<file path="config.mk">
export PLATFORM = sky130hd
export DESIGN_NAME = sample_stream_statistics_core
export DESIGN_NICKNAME = d
export VERILOG_FILES = /design/src/rtl/core/sss_pkg.sv /design/src/rtl/core/sample_stream_statistics_core.sv /design/src/rtl/core/sss_accum.sv
export SDC_FILE = /design/constraint.sdc
export NUM_CORES = 2
export LEC_CHECK = 0
export BUFFER_PORTS_ARGS = -buffer_cell sky130_fd_sc_hd__buf_2
export CORE_MARGIN = 2
export CORE_UTILIZATION = 30
export DETAILED_ROUTE_END_ITERATION = 10
export PLACE_DENSITY = 0.42
export RECOVER_POWER = 100
export SLEW_MARGIN = 40
export SYNTH_ARGS = -nofsm -noshare
export SYNTH_HDL_FRONTEND = slang
export SYNTH_HIERARCHICAL = 1
export SYNTH_SLANG_ARGS = --single-unit
</file>
<file path="constraint.sdc">
create_clock -name clk -period 8.4 [get_ports clk]
set_clock_uncertainty 0.2 [all_clocks]
set_input_delay 2.1 -clock clk [delete_from_list [all_inputs] [get_ports clk]]
set_output_delay 2.1 -clock clk [all_outputs]
set_load 0.03 [all_outputs]
</file>
<file path="src/rtl/core/sss_pkg.sv">
// Shared definitions for the sample stream statistics core.
// Holds default widths and the control bundle between the front end and the accumulator.
// No dependencies.
package sss_pkg;

    localparam int ValueBitsDef = 16;
    localparam int TimeBitsDef  = 32;
    localparam int AccBitsDef   = 48;
    localparam int CountBits    = 32;

    typedef struct packed {
        logic restart;
        logic pair;
    } sss_ctl_t;

endpackage

</file>
<file path="src/rtl/core/sample_stream_statistics_core.sv">
// Top level of the sample stream statistics core.
// Pairs each sample with the previous one, forms products, and feeds sss_accum.
// Depends on sss_pkg and sss_accum.
//
// Input channel (in_valid/in_ready) carries one transaction per sample or restart:
// func selects sample (0) or restart (1); sample_time, sample_value and sample_valid
// describe the sample. Output channel (out_valid/out_ready) returns one transaction
// per input transaction holding all statistics after that item.
// An accepted transaction reaches out_valid through three registers:
// a pairing register (time gap and value change), a product register (the two
// multipliers), and the statistics registers, which are also the output registers.
// Throughput is one transaction per cycle while out_ready stays high.
// When the receiver stalls, the output holds and the pipeline fills; in_ready drops
// once all three stages are occupied.
// Reset clears the previous sample, all statistics and all valid flags; min_abs_change
// resets to all ones and min_value to the largest positive value. A restart
// transaction clears the previous sample and all statistics the same way, in stream order.
module sample_stream_statistics_core
    import sss_pkg::*;
#(
    parameter int VALUE_BITS = ValueBitsDef,
    parameter int TIME_BITS  = TimeBitsDef,
    parameter int ACC_BITS   = AccBitsDef
)
(
    input  logic                         clk,
    input  logic                         rst_n,
    input  logic                         in_valid,
    output logic                         in_ready,
    input  logic                         func,
    input  logic        [TIME_BITS-1:0]  sample_time,
    input  logic signed [VALUE_BITS-1:0] sample_value,
    input  logic                         sample_valid,
    output logic                         out_valid,
    input  logic                         out_ready,
    output logic        [CountBits-1:0]  sample_count,
    output logic        [ACC_BITS-1:0]   total_time,
    output logic signed [ACC_BITS-1:0]   weighted_sum,
    output logic        [ACC_BITS-1:0]   change_area,
    output logic        [VALUE_BITS-1:0] max_rise,
    output logic signed [VALUE_BITS:0]   max_fall,
    output logic        [VALUE_BITS-1:0] min_abs_change,
    output logic        [VALUE_BITS-2:0] max_value,
    output logic signed [VALUE_BITS-1:0] min_value,
    output logic        [ACC_BITS-1:0]   unchanged_time,
    output logic        [ACC_BITS-1:0]   longest_unchanged,
    output logic        [ACC_BITS-1:0]   longest_changing
);

    localparam int PW = VALUE_BITS + TIME_BITS;
    localparam int WP = VALUE_BITS + TIME_BITS + 1;

    logic                         accept, load_b, load_out;
    logic                         a_vld_reg, b_vld_reg, out_vld_reg;

    logic        [TIME_BITS-1:0]  prev_time_reg;
    logic signed [VALUE_BITS-1:0] prev_value_reg;
    logic                         prev_valid_reg;
    logic                         have_prev_reg;

    logic        [TIME_BITS-1:0]  p_time;
    logic signed [VALUE_BITS-1:0] p_value;
    logic                         p_valid;

    sss_ctl_t                     a_ctl_next, a_ctl_reg, b_ctl_reg;
    logic signed [VALUE_BITS-1:0] a_value_reg, b_value_reg;
    logic signed [VALUE_BITS:0]   a_delta_next, a_delta_reg, b_delta_reg;
    logic        [VALUE_BITS-1:0] a_adelta_next, a_adelta_reg, b_adelta_reg;
    logic        [TIME_BITS-1:0]  a_gap_next, a_gap_reg, b_gap_reg;
    logic signed [TIME_BITS:0]    a_sgap_next, a_sgap_reg;
    logic signed [WP-1:0]         b_wprod_next, b_wprod_reg;
    logic        [PW-1:0]         b_aprod_next, b_aprod_reg;

    assign load_out  = b_vld_reg && (out_ready || !out_vld_reg);
    assign load_b    = a_vld_reg && (!b_vld_reg || load_out);
    assign in_ready  = !a_vld_reg || load_b;
    assign accept    = in_valid && in_ready;
    assign out_valid = out_vld_reg;

    always_comb
    begin
        p_time  = have_prev_reg ? prev_time_reg  : sample_time;
        p_value = have_prev_reg ? prev_value_reg : sample_value;
        p_valid = have_prev_reg ? prev_valid_reg : sample_valid;

        a_sgap_next  = $signed({1'b0, sample_time}) - $signed({1'b0, p_time});
        a_gap_next   = (sample_time >= p_time) ? sample_time - p_time : p_time - sample_time;
        a_delta_next = (VALUE_BITS+1)'(sample_value) - (VALUE_BITS+1)'(p_value);
        a_adelta_next = a_delta_next[VALUE_BITS] ? VALUE_BITS'(-a_delta_next)
                                                 : a_delta_next[VALUE_BITS-1:0];

        a_ctl_next.restart = func;
        a_ctl_next.pair    = !func && sample_valid && p_valid;

        b_wprod_next = WP'(a_value_reg) * WP'(a_sgap_reg);
        b_aprod_next = PW'(a_adelta_reg) * PW'(a_gap_reg);
    end

    always_ff @(posedge clk or negedge rst_n)
    begin
        if (!rst_n)
        begin
            a_vld_reg      <= 1'b0;
            b_vld_reg      <= 1'b0;
            out_vld_reg    <= 1'b0;
            prev_time_reg  <= '0;
            prev_value_reg <= '0;
            prev_valid_reg <= 1'b0;
            have_prev_reg  <= 1'b0;
        end
        else
        begin
            if (in_ready)
            begin
                a_vld_reg <= in_valid;
            end
            if (!b_vld_reg || load_out)
            begin
                b_vld_reg <= a_vld_reg;
            end
            if (out_ready || !out_vld_reg)
            begin
                out_vld_reg <= b_vld_reg;
            end
            if (accept)
            begin
                if (func)
                begin
                    prev_time_reg  <= '0;
                    prev_value_reg <= '0;
                    prev_valid_reg <= 1'b0;
                    have_prev_reg  <= 1'b0;
                end
                else
                begin
                    prev_time_reg  <= sample_time;
                    prev_value_reg <= sample_value;
                    prev_valid_reg <= sample_valid;
                    have_prev_reg  <= 1'b1;
                end
            end
        end
    end

    always_ff @(posedge clk)
    begin
        if (accept)
        begin
            a_ctl_reg    <= a_ctl_next;
            a_value_reg  <= sample_value;
            a_delta_reg  <= a_delta_next;
            a_adelta_reg <= a_adelta_next;
            a_gap_reg    <= a_gap_next;
            a_sgap_reg   <= a_sgap_next;
        end
        if (load_b)
        begin
            b_ctl_reg    <= a_ctl_reg;
            b_value_reg  <= a_value_reg;
            b_delta_reg  <= a_delta_reg;
            b_adelta_reg <= a_adelta_reg;
            b_gap_reg    <= a_gap_reg;
            b_wprod_reg  <= b_wprod_next;
            b_aprod_reg  <= b_aprod_next;
        end
    end

    sss_accum #(
        .VALUE_BITS (VALUE_BITS),
        .TIME_BITS  (TIME_BITS),
        .ACC_BITS   (ACC_BITS)
    ) u_accum (
        .clk               (clk),
        .rst_n             (rst_n),
        .load              (load_out),
        .ctl               (b_ctl_reg),
        .value             (b_value_reg),
        .delta             (b_delta_reg),
        .adelta            (b_adelta_reg),
        .gap               (b_gap_reg),
        .wprod             (b_wprod_reg),
        .aprod             (b_aprod_reg),
        .sample_count      (sample_count),
        .total_time        (total_time),
        .weighted_sum      (weighted_sum),
        .change_area       (change_area),
        .max_rise          (max_rise),
        .max_fall          (max_fall),
        .min_abs_change    (min_abs_change),
        .max_value         (max_value),
        .min_value         (min_value),
        .unchanged_time    (unchanged_time),
        .longest_unchanged (longest_unchanged),
        .longest_changing  (longest_changing)
    );

    a_pair_stage_holds: assert property (@(posedge clk) disable iff (!rst_n)
        a_vld_reg && !load_b |=> a_vld_reg && $stable(a_gap_reg) && $stable(a_delta_reg))
        else $error("pairing stage lost or changed a stalled transaction");

    a_prod_stage_holds: assert property (@(posedge clk) disable iff (!rst_n)
        b_vld_reg && !load_out |=> b_vld_reg && $stable(b_wprod_reg) && $stable(b_aprod_reg))
        else $error("product stage lost or changed a stalled transaction");

    a_restart_drops_prev: assert property (@(posedge clk) disable iff (!rst_n)
        accept && func |=> !have_prev_reg && !prev_valid_reg)
        else $error("restart did not drop the previous sample");

endmodule

</file>
<file path="src/rtl/core/sss_accum.sv">
// Statistics accumulator of the sample stream statistics core.
// Holds every running statistic, updates them from one registered pair per load, and clears them on a restart.
// Depends on sss_pkg.
module sss_accum
    import sss_pkg::*;
#(
    parameter int VALUE_BITS = ValueBitsDef,
    parameter int TIME_BITS  = TimeBitsDef,
    parameter int ACC_BITS   = AccBitsDef
)
(
    input  logic                                clk,
    input  logic                                rst_n,
    input  logic                                load,
    input  sss_ctl_t                            ctl,
    input  logic signed [VALUE_BITS-1:0]        value,
    input  logic signed [VALUE_BITS:0]          delta,
    input  logic        [VALUE_BITS-1:0]        adelta,
    input  logic        [TIME_BITS-1:0]         gap,
    input  logic signed [VALUE_BITS+TIME_BITS:0] wprod,
    input  logic        [VALUE_BITS+TIME_BITS-1:0] aprod,
    output logic        [CountBits-1:0]         sample_count,
    output logic        [ACC_BITS-1:0]          total_time,
    output logic signed [ACC_BITS-1:0]          weighted_sum,
    output logic        [ACC_BITS-1:0]          change_area,
    output logic        [VALUE_BITS-1:0]        max_rise,
    output logic signed [VALUE_BITS:0]          max_fall,
    output logic        [VALUE_BITS-1:0]        min_abs_change,
    output logic        [VALUE_BITS-2:0]        max_value,
    output logic signed [VALUE_BITS-1:0]        min_value,
    output logic        [ACC_BITS-1:0]          unchanged_time,
    output logic        [ACC_BITS-1:0]          longest_unchanged,
    output logic        [ACC_BITS-1:0]          longest_changing
);

    localparam int GW = ((TIME_BITS > ACC_BITS) ? TIME_BITS : ACC_BITS) + 1;
    localparam int PW = VALUE_BITS + TIME_BITS;
    localparam int AS = ((PW > ACC_BITS) ? PW : ACC_BITS) + 1;
    localparam int WP = VALUE_BITS + TIME_BITS + 1;
    localparam int WS = ((WP > ACC_BITS) ? WP : ACC_BITS) + 1;
    localparam logic signed [WS-1:0] WMAX = WS'({1'b0, {(ACC_BITS-1){1'b1}}});
    localparam logic signed [WS-1:0] WMIN = -WMAX - WS'(1);
    localparam logic signed [VALUE_BITS-1:0] FLOOR_INIT = {1'b0, {(VALUE_BITS-1){1'b1}}};

    logic        [CountBits-1:0]  count_reg, count_next;
    logic        [ACC_BITS-1:0]   time_reg, time_next;
    logic signed [ACC_BITS-1:0]   weighted_reg, weighted_next;
    logic        [ACC_BITS-1:0]   area_reg, area_next;
    logic        [VALUE_BITS-1:0] rise_reg, rise_next;
    logic signed [VALUE_BITS:0]   fall_reg, fall_next;
    logic        [VALUE_BITS-1:0] least_reg, least_next;
    logic        [VALUE_BITS-2:0] peak_reg, peak_next;
    logic signed [VALUE_BITS-1:0] floor_reg, floor_next;
    logic        [ACC_BITS-1:0]   still_reg, still_next;
    logic        [ACC_BITS-1:0]   still_run_reg, still_run_next;
    logic        [ACC_BITS-1:0]   moving_run_reg, moving_run_next;
    logic        [ACC_BITS-1:0]   still_best_reg, still_best_next;
    logic        [ACC_BITS-1:0]   moving_best_reg, moving_best_next;

    logic        [GW-1:0] time_sum, still_sum, srun_sum, mrun_sum;
    logic        [AS-1:0] area_sum;
    logic signed [WS-1:0] w_sum;
    logic        [ACC_BITS-1:0] time_sat, still_sat, srun_sat, mrun_sat, area_sat;
    logic signed [ACC_BITS-1:0] w_sat;
    logic                       unchanged;

    always_comb
    begin
        time_sum  = GW'(time_reg) + GW'(gap);
        still_sum = GW'(still_reg) + GW'(gap);
        srun_sum  = GW'(still_run_reg) + GW'(gap);
        mrun_sum  = GW'(moving_run_reg) + GW'(gap);
        area_sum  = AS'(area_reg) + AS'(aprod);
        w_sum     = WS'(weighted_reg) + WS'(wprod);

        time_sat  = (|time_sum[GW-1:ACC_BITS])  ? '1 : time_sum[ACC_BITS-1:0];
        still_sat = (|still_sum[GW-1:ACC_BITS]) ? '1 : still_sum[ACC_BITS-1:0];
        srun_sat  = (|srun_sum[GW-1:ACC_BITS])  ? '1 : srun_sum[ACC_BITS-1:0];
        mrun_sat  = (|mrun_sum[GW-1:ACC_BITS])  ? '1 : mrun_sum[ACC_BITS-1:0];
        area_sat  = (|area_sum[AS-1:ACC_BITS])  ? '1 : area_sum[ACC_BITS-1:0];
        if (w_sum > WMAX)
        begin
            w_sat = {1'b0, {(ACC_BITS-1){1'b1}}};
        end
        else if (w_sum < WMIN)
        begin
            w_sat = {1'b1, {(ACC_BITS-1){1'b0}}};
        end
        else
        begin
            w_sat = w_sum[ACC_BITS-1:0];
        end

        unchanged = (delta == '0);

        count_next       = count_reg;
        time_next        = time_reg;
        weighted_next    = weighted_reg;
        area_next        = area_reg;
        rise_next        = rise_reg;
        fall_next        = fall_reg;
        least_next       = least_reg;
        peak_next        = peak_reg;
        floor_next       = floor_reg;
        still_next       = still_reg;
        still_run_next   = still_run_reg;
        moving_run_next  = moving_run_reg;
        still_best_next  = still_best_reg;
        moving_best_next = moving_best_reg;

        if (ctl.restart)
        begin
            count_next       = '0;
            time_next        = '0;
            weighted_next    = '0;
            area_next        = '0;
            rise_next        = '0;
            fall_next        = '0;
            least_next       = '1;
            peak_next        = '0;
            floor_next       = FLOOR_INIT;
            still_next       = '0;
            still_run_next   = '0;
            moving_run_next  = '0;
            still_best_next  = '0;
            moving_best_next = '0;
        end
        else if (ctl.pair)
        begin
            count_next    = (&count_reg) ? count_reg : count_reg + CountBits'(1);
            time_next     = time_sat;
            weighted_next = w_sat;
            area_next     = area_sat;
            if (delta > $signed({1'b0, rise_reg}))
            begin
                rise_next = delta[VALUE_BITS-1:0];
            end
            if (delta < fall_reg)
            begin
                fall_next = delta;
            end
            if (adelta < least_reg)
            begin
                least_next = adelta;
            end
            if (value > $signed({1'b0, peak_reg}))
            begin
                peak_next = value[VALUE_BITS-2:0];
            end
            if (value < floor_reg)
            begin
                floor_next = value;
            end
            if (unchanged)
            begin
                still_next      = still_sat;
                still_run_next  = srun_sat;
                moving_run_next = '0;
                if (srun_sat > still_best_reg)
                begin
                    still_best_next = srun_sat;
                end
            end
            else
            begin
                moving_run_next = mrun_sat;
                still_run_next  = '0;
                if (mrun_sat > moving_best_reg)
                begin
                    moving_best_next = mrun_sat;
                end
            end
        end
    end

    always_ff @(posedge clk or negedge rst_n)
    begin
        if (!rst_n)
        begin
            count_reg       <= '0;
            time_reg        <= '0;
            weighted_reg    <= '0;
            area_reg        <= '0;
            rise_reg        <= '0;
            fall_reg        <= '0;
            least_reg       <= '1;
            peak_reg        <= '0;
            floor_reg       <= FLOOR_INIT;
            still_reg       <= '0;
            still_run_reg   <= '0;
            moving_run_reg  <= '0;
            still_best_reg  <= '0;
            moving_best_reg <= '0;
        end
        else if (load)
        begin
            count_reg       <= count_next;
            time_reg        <= time_next;
            weighted_reg    <= weighted_next;
            area_reg        <= area_next;
            rise_reg        <= rise_next;
            fall_reg        <= fall_next;
            least_reg       <= least_next;
            peak_reg        <= peak_next;
            floor_reg       <= floor_next;
            still_reg       <= still_next;
            still_run_reg   <= still_run_next;
            moving_run_reg  <= moving_run_next;
            still_best_reg  <= still_best_next;
            moving_best_reg <= moving_best_next;
        end
    end

    assign sample_count      = count_reg;
    assign total_time        = time_reg;
    assign weighted_sum      = weighted_reg;
    assign change_area       = area_reg;
    assign max_rise          = rise_reg;
    assign max_fall          = fall_reg;
    assign min_abs_change    = least_reg;
    assign max_value         = peak_reg;
    assign min_value         = floor_reg;
    assign unchanged_time    = still_reg;
    assign longest_unchanged = still_best_reg;
    assign longest_changing  = moving_best_reg;

    a_restart_clears: assert property (@(posedge clk) disable iff (!rst_n)
        load && ctl.restart |=> sample_count == '0 && total_time == '0 && min_abs_change == '1)
        else $error("restart did not clear statistics");

    a_runs_bounded: assert property (@(posedge clk) disable iff (!rst_n)
        still_run_reg <= still_best_reg && moving_run_reg <= moving_best_reg)
        else $error("current run exceeds its recorded longest run");

    a_count_monotonic: assert property (@(posedge clk) disable iff (!rst_n)
        load && !ctl.restart |=> sample_count >= $past(sample_count))
        else $error("pair count decreased without restart");

endmodule
</file>
==> impl_metrics.yaml <==
clocking:
  post_cts_resize_count: 0
  cts-root-buf: "clkbuf_16"
  numCtsBuffers: 117
  cts.sinks: 842
  clk_pin_slew_ns: 0.06
  cts_setup_buffers: 0
  cts_tree: "built"
  cts_buffer_depth: 4
  hold_buffers: 0
  htree_levels: 3
  clk_latency_ns: 0.87
routing:
  num_vias: 70900
  dr.pass1.iters: 7
  ant_nets: 0
  drt-wirelength-per-cell_um: 22.5
  drt-total-wl_um: 316000
  drc_errors: 0
  drt-initial-drc-count: 4711
  via_per_inst: 5.04
timing:
  rsz0062_at_grt: "no"
  finalHoldViolCount: 0
  fmax_ghz: 0.126
  setup_tns_ns: 0
  maxSlewHeadroom_pct: -200
  tightestPinTransition_ns: 4.50
  post-route-min-period_ns: 7.95
  maxSlewViolCount: 705
  setup_viol: 0
  timing.hold.ws_ns: 0.215
  period_share_pct: 94.6
synth:
  synthesis.area_mm2: 0.0883
  async_reset_ff_share_pct: 65.2
  syn-instance-count: 9698
  ys_ff_latch: 842
  synth_warnings: 6
  syn_nets: 11400
  synth_cell_types: 99
  syn_area_per_cell_um2: 9.11
  synth_ff_type: "dfrtp_1"
  synth_edf_count: 293
  ys_seq_area_share_pct: 25.6
finish:
  drive_gt1_share_pct: 4.83
  stdcell_area_mm2: 0.0987
  area_delta_synth_final_pct: 11.8
  nNetsFinal: 11700
  fillers: 30700
  largest_reg_flops: 49
  final_core_utilization_pct: 33.6
die:
  die_w_um: 547
  die_y_um: 547
  die_area_mm2: 0.299
  rows: 199
  coreArea_mm2: 0.293
  start_util_pct: 30.1
  io_pins: 456
critical_path:
  critPathCaptureType: "flip-flop"
  ff2ff_path_depth: 17
  startpoint_type: "input port"
  path_class: "in2reg"
  arrival_ns: 8.41
  cp_max_fo: 33
  crit_required_ns: 8.86
grt:
  grt_util_all_layers_pct: 20.9
  grt_first_pass_wirelength_um: 475000
  grt-ovfl-total: 0
  grt_max_degree: 139
  grt_pass1_vias: 72700
  antenna_found_initial: 12
placement:
  dp_hpwl_um: 250000
  globalplace.congestion: 0.888
  io_buffers: 455
  dpl_cell_area_mm2: 0.0957
job:
  drv_cap: 17
status:
  status: "complete, but fails checks"
  violations: "max-capacitance violations, max-slew violations"
min_path:
  hold_class: "reg2reg"
  hold_depth: 0
## layer usage
metal / vias up / share of wire, % / global-route usage, % / routed length (µm)
li1: 32900 / - / - / -
met1: 35900 / 46 / 28.8 / 145000
met2: 1670 / 46 / 33.9 / 145000
met3: 345 / 4.8 / 2.71 / 15300
met4: 6 / 3.4 / 6.39 / 10900
met5: - / 0.013 / 0 / 41
## synth_stat cells (63+ instances only)
cell type	n	area share, %
mux2i_1	90	1.0
xnor2_1	276	2.7
a31oi_1	63	0.45
o21a_1	99	0.84
edfxtp_1	293	10
and3_1	64	0.45
inv_1	1442	6.1
nor2_1	403	1.7
a21oi_1	484	2.7
a22o_1	77	0.76
nand4_1	99	0.70
xor2_1	139	1.4
ha_1	715	10
o21ai_0	394	2.2
fa_1	927	21
nand2b_1	71	0.50
o31ai_1	69	0.59
a21o_1	265	2.3
dfrtp_1	518	15
o21ai_1	94	0.53
nand2_1	1267	5.4
nor3_1	93	0.53
o21bai_1	75	0.64
nand3_1	128	0.73
and2_1	452	3.2
clkbuf_1	412	1.8
## final cells by class
| cell class | count | area, µm² | area share, % |
|---|---|---|---|
| multi-input combinational | 6964 | 58700 | 59.5 |
| sequential | 842 | 22600 | 22.9 |
| inverter | 1443 | 5420 | 5.49 |
| tap | 3919 | 4900 | 4.97 |
| clock buffer | 159 | 3310 | 3.36 |
| timing repair buffer | 668 | 3280 | 3.33 |
| clock inverter | 53 | 500 | 0.507 |
| antenna | 9 | 22.5 | 0.0228 |
## cell families (layout without fill, tap and decap cells)
group	after synthesis	after routing	share of synthesized area [%]
compound gates	2030	2030	15.1
xor+xnor	415	415	4.12
fa+ha+maj	1642	1642	31.1
buf+inv	1892	2323	8.11
flops	842	842	25.6
mux	95	95	1.08
other cells	0	9	0
simple gates	2782	2782	14.8
## placed cells by master, fill, tap and decap left out, drive strengths merged, types with 71 or more instances in the layout
master / count
nand2: 1267
nand4: 99
nor2: 403
o21a: 99
xor2: 139
o31ai: 76
dfrtp: 518
and2: 455
ha: 715
nor3: 94
clkbuf: 632
a22o: 77
o21ai: 490
o21bai: 75
nand2b: 71
inv: 1445
buf: 195
xnor2: 276
mux2i: 90
a21oi: 484
edfxtp: 293
nand3: 128
fa: 927
a21o: 265
## worst max-delay path, stage by stage
cell and delay [ns]:
buf_2 0.08, nand2b_1 0.11, and2_0 1.12, buf_4 0.51
o21a_2 0.21, clkbuf_1 2.48, a31oi_4 0.88, clkbuf_2 0.54
mux2i_1 0.23, o22ai_1 0.10
## metrics by stage
stage | worst slack [ns] | std cells
after floorplan | 1.29 | 9698
after global placement | 0.734 | 13800
after detailed placement | 0.664 | 13800
after CTS | 0.602 | 14000
after global routing | 0.116 | 14100
final | 0.450 | 14100
## final timing paths
kind,start,to,slack (ns)
worst max register to register,a_adelta_reg[15]$_DFFE_PP_,b_aprod_reg[36]$_DFFE_PP_,0.50
worst min-delay path,a_delta_reg[4]$_DFFE_PP_,b_delta_reg[4]$_DFFE_PP_,0.21
worst max-delay path,out_ready,u_accum/max_fall[6]$_DFFE_PN0P_,0.45
max in group asynchronous,rst_n,u_accum/weighted_sum[43]$_DFFE_PN0P_,1.31
min in group asynchronous,rst_n,u_accum/longest_unchanged[46]$_DFFE_PN0P_,2.65
worst min register to register,a_delta_reg[4]$_DFFE_PP_,b_delta_reg[4]$_DFFE_PP_,0.21
Power is left out: the tool's default activity adds up to more than one toggle a clock period on the data nets, which glitch-free logic cannot reach.
